==> config.mk <==
export PLATFORM = sky130hd
export DESIGN_NAME = vn_div_cell
export DESIGN_NICKNAME = d
export VERILOG_FILES = /design/src/vn_pkg.sv /design/src/vn_div_cell.sv
export SDC_FILE = /design/constraint.sdc
export NUM_CORES = 1
export LEC_CHECK = 0
export BUFFER_PORTS_ARGS = -buffer_cell sky130_fd_sc_hd__buf_4
export CAP_MARGIN = 20
export CORE_MARGIN = 4
export CORE_UTILIZATION = 52
export DETAILED_ROUTE_END_ITERATION = 10
export PLACE_DENSITY_LB_ADDON = 0.2
export SLEW_MARGIN = 20
export SYNTH_ARGS = -nofsm -noshare
export SYNTH_HDL_FRONTEND = slang
export SYNTH_SLANG_ARGS = --single-unit
==> constraint.sdc <==
create_clock -name clk -period 7.1 [get_ports clk]
set_input_delay 1.065 -clock clk [delete_from_list [all_inputs] [get_ports clk]]
set_output_delay 1.065 -clock clk [all_outputs]
set_load 0.01 [all_outputs]
==> src/vn_pkg.sv <==
// Shared constants, pipeline record types and helpers for the vector normaliser.
package vn_pkg;

  localparam int COMPONENT_BITS = 32;
  localparam int FRAC_BITS      = 16;
  localparam int W              = COMPONENT_BITS;
  localparam int SUM_W          = 2 * W;
  localparam int REM_W          = W + 1;
  localparam int QUO_W          = FRAC_BITS + 1;
  localparam int CMP_W          = ((W > QUO_W) ? W : QUO_W) + 1;
  // Register stages: square, sum, one per root bit, one per quotient bit.
  localparam int N_STG          = 2 + W + QUO_W;

  localparam logic [CMP_W-1:0] LIM_NEG = CMP_W'(1) << (W - 1);
  localparam logic [CMP_W-1:0] LIM_POS = LIM_NEG - CMP_W'(1);

  typedef struct packed {
    logic [W-1:0] raw_x;
    logic [W-1:0] raw_y;
    logic [W-1:0] raw_z;
    logic [W-1:0] mag_x;
    logic [W-1:0] mag_y;
    logic [W-1:0] mag_z;
  } side_t;

  typedef struct packed {
    logic [SUM_W-1:0] rad;
    logic [REM_W-1:0] rem;
    logic [W-1:0]     root;
    side_t            side;
  } sq_t;

  typedef struct packed {
    logic [W-1:0]     len;
    logic [W-1:0]     rem;
    logic [QUO_W-1:0] num;
    logic [QUO_W-1:0] quo;
    logic [W-1:0]     raw;
  } div_t;

  function automatic logic [W-1:0] abs_val(input logic [W-1:0] v);
    abs_val = v[W-1] ? (~v + W'(1)) : v;
  endfunction

  // Seed a divider lane: remainder starts at mag/2; the low bit of mag and FRAC_BITS zeros are left to shift in.
  function automatic div_t div_seed(input logic [W-1:0] raw, input logic [W-1:0] mag,
                                    input logic [W-1:0] len);
    div_t d;
    d.len = len;
    d.rem = mag >> 1;
    d.num = {mag[0], {FRAC_BITS{1'b0}}};
    d.quo = '0;
    d.raw = raw;
    div_seed = d;
  endfunction

  // Saturate the quotient and apply the component sign.
  function automatic logic [W-1:0] sign_sat(input logic [QUO_W-1:0] q, input logic neg);
    logic [CMP_W-1:0] qe;
    logic [CMP_W-1:0] qs;
    qe = CMP_W'(q);
    if (neg) begin
      qs = (qe > LIM_NEG) ? LIM_NEG : qe;
      sign_sat = W'(~qs + CMP_W'(1));
    end else begin
      qs = (qe > LIM_POS) ? LIM_POS : qe;
      sign_sat = W'(qs);
    end
  endfunction

endpackage

==> src/vn_div_cell.sv <==
// One restoring division step: one quotient bit per cell.
module vn_div_cell
  import vn_pkg::*;
(
  input  logic clk,
  input  logic en,
  input  div_t d,
  output div_t q
);

  logic [W:0] acc;
  logic       ge;
  div_t       q_next;

  always_comb begin
    acc        = {d.rem, d.num[QUO_W-1]};
    ge         = (acc >= {1'b0, d.len});
    q_next     = d;
    q_next.rem = W'(ge ? (acc - {1'b0, d.len}) : acc);
    q_next.num = d.num << 1;
    q_next.quo = {d.quo[QUO_W-2:0], ge};
  end

  always_ff @(posedge clk) begin
    if (en) begin
      q <= q_next;
    end
  end

endmodule

==> metrics.cfg <==
[sta]
fin_crit_sh_pct = 55.1
worstMarginPinSlew_ps = 984
setup_viol = 0
relSlewSlack_pct = 34.4
fin_crit_ps = 3910
slew_violations = 0
rsz0062_at_grt = no
setup-tns-final_ps = 0
hold_viol_final = 0
fmax_mhz = 256

[logic_synthesis]
synth_area_per_cell_sq_um = 12.7
synthMuxAreaShare_pct = 2.26
synthSimpleGateAreaFrac_pct = 8.42
synth.ff_latch_count = 129
synth_xor_area_share_pct = 3.67
synth.net_count = 655
yosysSeqAreaShare_pct = 62.4
synth_top_family_by_area = compound AO/OA/AOI/OAI gates
ys.flop_type = edfxtp_1
ys_types = 50
syn-cell-area_sq_um = 6210
synthAdderAreaFrac_pct = 6.77
synth-edff-count = 129
ys_warn_count = 0
async_flop_share_pct = 0
synthCells = 490
synth_compound_area_share_pct = 11.8

[grt]
grt_pass1_wl_mm = 27.5
grt_overflow = 0
antenna_found_initial = 1
grt_usage_pct = 25.8
grt_max_degree = 82
grt_pass1_vias = 4976

[power_and_ir_drop]
power_mw = 2.45
leakage_nw = 3.96
powerDensity_nw_per_um2 = 274
vdd_drop_max_mv = 0.139

[floorplan]
core_sq_um = 11600
io_pins = 262
rows = 39
fp.dieH_microns = 117
die_x_microns = 117
dieArea_sq_um = 13800
initial_core_util_pct = 53.7

[drt]
first_pass_iters = 5
via_per_inst = 5.29
first_iter_violations = 308
route.vias.total = 4813
post_drt_wl_per_cell_microns = 19.4
antenna_left = 0
routed_wl_mm = 17.6
drc = 0

[placed_design]
dpl.hpwl_mm = 13.2
portBuffers = 259
gp_congestion = 0.912

[critical_path]
cp-start-kind = input port
crit_required_ps = 7260
critPathArrivalTime_ps = 4070
cp-end-kind = flop
path_class = in -> reg
cp_max_fo = 32

[cts]
clockBufferDepth = 2
cts_tree = built
cts_resized = 0
numCtsBuffers = 17
clk_pin_slew_worst_paths_ps = 60
post_cts_buffers = 0
cts-root-buf = clkbuf_16
hold_buffers = 0
htreeDepth = 4
cts_sinks = 129

[finish]
layout_commonest_cell = buf_4
reg.largest.list = q: 129 flops
nNetsFinal = 917
top_register = q
largest_reg_flops = 129
drive_above_1_share_pct = 39.7
areaGrowthSynthToFinish_pct = 43.6
final_cell_mix = 261 x buf_4, 129 x edfxtp_1, 54 x a21oi_1, 46 x inv_1, 37 x nor2_1

[hold_path]
worstHoldPathType = in -> reg

[status]
status = complete, no violations

[job]
drv_cap = 0

==> synth_stat cells, types with 2 or more instances <==
master	n	area [sq um]
a2111oi_0	3	26.3
a211oi_1	3	22.5
a21o_1	8	60.1
a21oi_1	54	270
a31o_2	2	17.5
a31oi_1	2	12.5
and2_1	3	18.8
and3_1	2	12.5
buf_2	5	25.0
buf_4	2	15.0
buf_6	5	56.3
clkbuf_1	6	22.5
edfxtp_1	129	3870
ha_1	32	400
inv_1	46	173
mux2_4	8	120
mux2i_1	2	20.0
nand2_1	24	90.1
nand2b_1	7	43.8
nand3_1	8	40.0
nand4_1	8	50.1
nand4b_1	2	17.5
nor2_1	37	139
nor2b_1	2	12.5
nor3_1	3	15.0
nor4b_1	2	17.5
o211ai_1	2	15.0
o21a_1	6	45.0
o21ai_0	17	85.1
o21ai_1	4	20.0
o21bai_1	5	37.5
o31ai_1	7	52.6
or2_2	2	12.5
or3_1	2	12.5
xnor2_1	16	140
xor2_1	10	87.6
==> per-stage QoR <==
| stage | instances | area, sq um | setup WS, ps | hold WS [ps] | utilization (%) |
|---|---|---|---|---|---|
| final | 909 | 8920 | 3190 | 827 | 77.2 |
| after global placement | 876 | 8230 | 2860 | 1240 | 71.2 |
| after global routing | 909 | 8920 | 2910 | 805 | 77.2 |
| after detailed placement | 876 | 8230 | 2800 | 1240 | 71.2 |
| after CTS | 908 | 8920 | 3210 | 811 | 77.1 |
| after floorplan | 490 | 6210 | 3680 | 1160 | - |
==> where the power goes <==
part	leakage [nW]	internal, mW	total, mW	switching, mW
sequential	1.26	0.933	0.956	0.0223
combinational	2.37	0.232	0.468	0.237
clock	0.330	0.693	1.02	0.329
==> worst max-delay path, stage by stage <==
cell,delay (ps)
buf_4,110
ha_1,410
and3_1,320
nand4_1,210
nor4b_1,450
a21o_1,220
o21a_2,480
buf_4,440
mux2_4,330
==> final timing paths <==
kind  start    end  slack, ps  cells past startpoint
max   d[88]  q[90]       3190                      9
min    d[4]   q[4]        830                      1
==> kinds of logic (layout without fill, tap and decap cells) <==
kind of cell	after synthesis	count (layout)
flops	129	129
compound gates	120	120
simple gates	107	107
buf+inv	64	339
fa+ha+maj	33	33
xor+xnor	26	26
mux	10	10
other cells	1	2
==> routing by layer <==
metal  track usage (%)  vias up  part of all wire [%]
met2              44.0      239                    51
met5                 0        -                     0
met3              9.48       42                   9.5
met4              13.3        0                   4.2
met1              28.1     2206                    36
li1                  -     2326                     -
==> area by class of cell <==
type | count | area [sq um]
Antenna cell | 1 | 2.50
Clock buffer | 17 | 425
Clock inverter | 15 | 262
Fill cell | 701 | 2640
Inverter | 46 | 173
Multi-Input combinational cell | 297 | 2050
Sequential cell | 129 | 3870
Tap cell | 143 | 179
Timing Repair Buffer | 261 | 1960
Note: power is estimated with default switching activity, not from simulation.
