File: src/vn_pkg.sv
// Shared constants, pipeline record types and helpers for the vector normaliser.
package vn_pkg;

  localparam int COMPONENT_BITS = 32;
  localparam int FRAC_BITS      = 16;
  localparam int W              = COMPONENT_BITS;
  localparam int SUM_W          = 2 * W;
  localparam int REM_W          = W + 1;
  localparam int QUO_W          = FRAC_BITS + 1;
  localparam int CMP_W          = ((W > QUO_W) ? W : QUO_W) + 1;
  // Register stages: square, sum, one per root bit, one per quotient bit.
  localparam int N_STG          = 2 + W + QUO_W;

  localparam logic [CMP_W-1:0] LIM_NEG = CMP_W'(1) << (W - 1);
  localparam logic [CMP_W-1:0] LIM_POS = LIM_NEG - CMP_W'(1);

  typedef struct packed {
    logic [W-1:0] raw_x;
    logic [W-1:0] raw_y;
    logic [W-1:0] raw_z;
    logic [W-1:0] mag_x;
    logic [W-1:0] mag_y;
    logic [W-1:0] mag_z;
  } side_t;

  typedef struct packed {
    logic [SUM_W-1:0] rad;
    logic [REM_W-1:0] rem;
    logic [W-1:0]     root;
    side_t            side;
  } sq_t;

  typedef struct packed {
    logic [W-1:0]     len;
    logic [W-1:0]     rem;
    logic [QUO_W-1:0] num;
    logic [QUO_W-1:0] quo;
    logic [W-1:0]     raw;
  } div_t;

  function automatic logic [W-1:0] abs_val(input logic [W-1:0] v);
    abs_val = v[W-1] ? (~v + W'(1)) : v;
  endfunction

  // Seed a divider lane: remainder starts at mag/2; the low bit of mag and FRAC_BITS zeros are left to shift in.
  function automatic div_t div_seed(input logic [W-1:0] raw, input logic [W-1:0] mag,
                                    input logic [W-1:0] len);
    div_t d;
    d.len = len;
    d.rem = mag >> 1;
    d.num = {mag[0], {FRAC_BITS{1'b0}}};
    d.quo = '0;
    d.raw = raw;
    div_seed = d;
  endfunction

  // Saturate the quotient and apply the component sign.
  function automatic logic [W-1:0] sign_sat(input logic [QUO_W-1:0] q, input logic neg);
    logic [CMP_W-1:0] qe;
    logic [CMP_W-1:0] qs;
    qe = CMP_W'(q);
    if (neg) begin
      qs = (qe > LIM_NEG) ? LIM_NEG : qe;
      sign_sat = W'(~qs + CMP_W'(1));
    end else begin
      qs = (qe > LIM_POS) ? LIM_POS : qe;
      sign_sat = W'(qs);
    end
  endfunction

endpackage

File: src/vn_sqrt_cell.sv
// One restoring square-root step: two radicand bits in, one root bit out.
module vn_sqrt_cell
  import vn_pkg::*;
(
  input  logic clk,
  input  logic en,
  input  sq_t  d,
  output sq_t  q
);

  logic [REM_W+1:0] acc;
  logic [REM_W+1:0] trial;
  logic             ge;
  sq_t              q_next;

  always_comb begin
    acc              = {d.rem, d.rad[SUM_W-1 -: 2]};
    trial            = (REM_W + 2)'({d.root, 2'b01});
    ge               = (acc >= trial);
    q_next.rad       = d.rad << 2;
    q_next.rem       = REM_W'(ge ? (acc - trial) : acc);
    q_next.root      = {d.root[W-2:0], ge};
    q_next.side      = d.side;
  end

  always_ff @(posedge clk) begin
    if (en) begin
      q <= q_next;
    end
  end

endmodule

File: config.mk
export PLATFORM = sky130hd
export DESIGN_NAME = vn_sqrt_cell
export DESIGN_NICKNAME = d
export VERILOG_FILES = /design/src/vn_pkg.sv /design/src/vn_sqrt_cell.sv
export SDC_FILE = /design/constraint.sdc
export NUM_CORES = 1
export LEC_CHECK = 0
export BUFFER_PORTS_ARGS = -buffer_cell sky130_fd_sc_hd__buf_2
export CORE_AREA = 10 10 243 245
export CTS_BUF_LIST = sky130_fd_sc_hd__clkbuf_4 sky130_fd_sc_hd__clkbuf_8 sky130_fd_sc_hd__clkbuf_16
export CTS_CLUSTER_SIZE = 25
export DETAILED_ROUTE_END_ITERATION = 8
export DIE_AREA = 0 0 253 255
export GPL_TIMING_DRIVEN = 0
export PLACE_DENSITY = 0.51
export SETUP_SLACK_MARGIN = 0.4
export SLEW_MARGIN = 30
export SYNTH_ARGS = -nofsm -noshare
export SYNTH_HDL_FRONTEND = slang
export SYNTH_SLANG_ARGS = --single-unit
File: constraint.sdc
create_clock -name clk -period 3.7 [get_ports clk]
set_input_delay 0.555 -clock clk [delete_from_list [all_inputs] [get_ports clk]]
set_output_delay 0.555 -clock clk [all_outputs]
set_load 0.01 [all_outputs]
==> summary.txt <==
Route
  • Wirelength per Cell: between 20 and 25 µm
  • Number of routed nets with antenna violations: 0
  • Final WL: between 50,000 and 60,000 µm
  • Residual DRC: 0
  • Drt pass-1 iters: 4
  • DR vias: approximately 8,700
  • Initial DRC count: ~430
  • Via/cell ratio: 4.11

Critical path
  • Crit path top cell by count: a21oi_1
  • Cells along the critical path: buf_2, inv_1, ha_1, o21ai_0, a211oi_2, nand2_1, a221o_1, a21oi_1, a21oi_1, o21ai_2, buf_4, buf_2, a21oi_1
  • Worst path arrival time: ~3.4 ns
  • CP delay by family, top: compound AO/OA/AOI/OAI gates
  • CP max stage cell: a211oi_2
  • Worst Setup Path Type: in -> reg
  • WP data required: 3.97 ns
  • Max stage delay on crit path: 0.49 ns
  • CP Max Fanout: 10
  • Critical Path Sink Type: register
  • Crit path buf inv count: 4
  • Crit start category: input port

Clock network
  • H-tree levels: 2
  • Post_cts resized: 0
  • CTS tree: done
  • Clock buffer depth: 3
  • CTS Root Cell: clkbuf_16
  • Post-CTS Setup Inserts: 0
  • Clock slew at reported path FFs: 0.06 ns
  • Clk sinks: around 320
  • Count of hold-fix buffers inserted at cts: 0
  • CTS buffer count: 40

Placed design
  • RePlAce Congestion: 0.898
  • IO Port Bufs: between 600 and 700
  • HPWL after DPL: between 40,000 and 50,000 µm

Power
  • Max VDD drop: 0.320 mV
  • PwrDens: 548 nW/µm²
  • Total power: ~0.0095 W
  • Leak: 7.44 nW

STA
  • RSZ-0062 raised after global routing: no
  • Final setup violation count: 0
  • Fraction of the cycle the final worst path needs: about 84%
  • Worst slew margin: a little over half
  • Final Max Slew Viols: 0
  • Final Hold Viols: 0
  • F_max: ~320 MHz
  • Minimum clock period: 3.10 ns
  • Worst-margin pin slew: between 0.7 and 0.8 ns

Layout
  • Area Growth Syn to Fin: 46.4%
  • Fillcell total: about 5,500
  • Largest regs: q (319)
  • Share of post-route cells with drive strength above 1: between 50% and 60%
  • Max reg flops: 319
  • Final core occ: roughly a third
  • Fin nets: roughly 1,700
  • Biggest register: q

Floorplanning
  • Row cnt: 86
  • Initial Util: 21.8%
  • Total core area: 54,400 µm²
  • Die area: 64,500 µm²
  • Die height: 255 µm
  • Boundary Pins: between 600 and 700
  • Width of the die: 253 µm

GRT
  • Initial antenna violation count: 30
  • Largest net degree at the start of global routing: 91
  • First-pass GRT wire length: just under 70,000 µm
  • Vias in the first global route: between 8,000 and 9,000
  • Grt ovf: 0
  • GRT Total Usage: 14.8%

Outcome
  • Status: completed

Yosys
  • Synth cell count leaders: 319 x edfxtp_1, 56 x a21oi_1, 42 x nor2_1
  • Most frequent cell after synthesis: edfxtp_1
  • Synth area leader: edfxtp_1
  • YS warnings: 0
  • Main flop type after synthesis: edfxtp_1
  • Synthesized area: between 10,000 and 15,000 µm²
  • Avg Cell Area, Syn: between 15 and 20 µm²
  • Post-synth cell types: 48
  • Syn Inst Count: just under 700
  • Sequential-to-total area share from yosys stat: a little over 80%
  • Async SR Flop Fraction: 0%
  • Synth Register Bits: between 300 and 400
  • Post-synth EDFFs: ~320
  • Top-area cell type share of the netlist area: 80.7%
  • Synth top area cells: edfxtp_1 81%, ha_1 3.6%, a21oi_1 2.4%

Run
  • Max_cap viols: 0

Min path
  • Hold WC Path Type: in -> reg
[metrics by stage]
| stage | cells | instance area (µm²) | TNS, ns | hold WS (ns) | worst slack, ns |
|---|---|---|---|---|---|
| after floorplan | 681 | 11900 | 0 | 0.654 | 0.752 |
| after global placement | 2026 | 16000 | -847.54 | 0.732 | -2.71 |
| after detailed placement | 2030 | 16100 | -0.00432 | 0.733 | -0.00352 |
| after CTS | 2100 | 17400 | 0 | 0.129 | 0.576 |
| after global routing | 2101 | 17400 | 0 | 0.128 | 0.403 |
| final | 2108 | 17400 | 0 | 0.170 | 0.596 |
[routing by layer]
layer | part of all wire, % | vias up | global-route usage (%)
li1 | - | 3980 | -
met1 | 31 | 4129 | 13.7
met2 | 51 | 416 | 26.6
met3 | 13 | 107 | 8.50
met4 | 3.6 | 40 | 5.28
met5 | 0.47 | - | 0
[report_power, final]
group / internal (W) / switching [W] / total, W / leakage [nW]
sequential: 0.00434 / 0.0000744 / 0.00442 / 3.12
combinational: 0.000513 / 0.000791 / 0.00130 / 3.70
clock: 0.00225 / 0.00155 / 0.00380 / 0.619
total: 0.00711 / 0.00241 / 0.00952 / 7.44
[layout by cell type, fill, tap and decap left out, types with 4 or more instances in the layout]
cell type	netlist	final
a21oi_1	56	56
clkbuf_4	0	6
buf_16	0	4
edfxtp_1	319	319
inv_1	39	39
o21ai_0	20	20
xor2_1	9	9
nor2_1	42	42
nand2b_1	4	4
nand3_1	8	8
mux2_2	7	7
o21bai_1	6	6
a31oi_1	5	5
o21a_1	8	8
ha_1	34	34
clkinvlp_4	0	4
clkbuf_1	5	5
clkinv_1	0	9
diode_2	0	8
nand2_1	28	28
nor3_1	5	5
xnor2_1	19	19
clkinv_2	0	4
buf_4	4	4
clkbuf_16	0	42
a21o_1	9	9
buf_2	8	648
nand4_1	6	6
[logic make-up (layout without fill, tap and decap cells)]
family | Yosys count | after routing | synth area share [%]
simple gates | 103 | 103 | 3.87
compound gates | 131 | 131 | 6.97
xor+xnor | 28 | 28 | 2.07
buf+inv | 57 | 772 | 2.08
other cells | 1 | 10 | 0.0316
mux | 7 | 7 | 0.664
fa+ha+maj | 34 | 34 | 3.59
flops | 319 | 319 | 80.7
[worst paths after layout]
kind               start     end  cells after the start
hold / removal     d[18]   q[18]                      1
setup / recovery  d[192]  q[240]                     13
[cell type report]
class                           count  area [µm²]  share of cell area [%]
Clock inverter                     22         178                    1.02
Sequential cell                   319        9580                    55.1
Timing Repair Buffer              645        3330                    19.2
Antenna cell                        8        20.0                   0.115
Inverter                           39         146                   0.843
Multi-Input combinational cell    305        2040                    11.8
Buffer                             18         100                   0.576
Clock buffer                       48        1100                    6.31
Tap cell                          704         881                    5.07
Note: power is estimated with default switching activity, not from simulation.
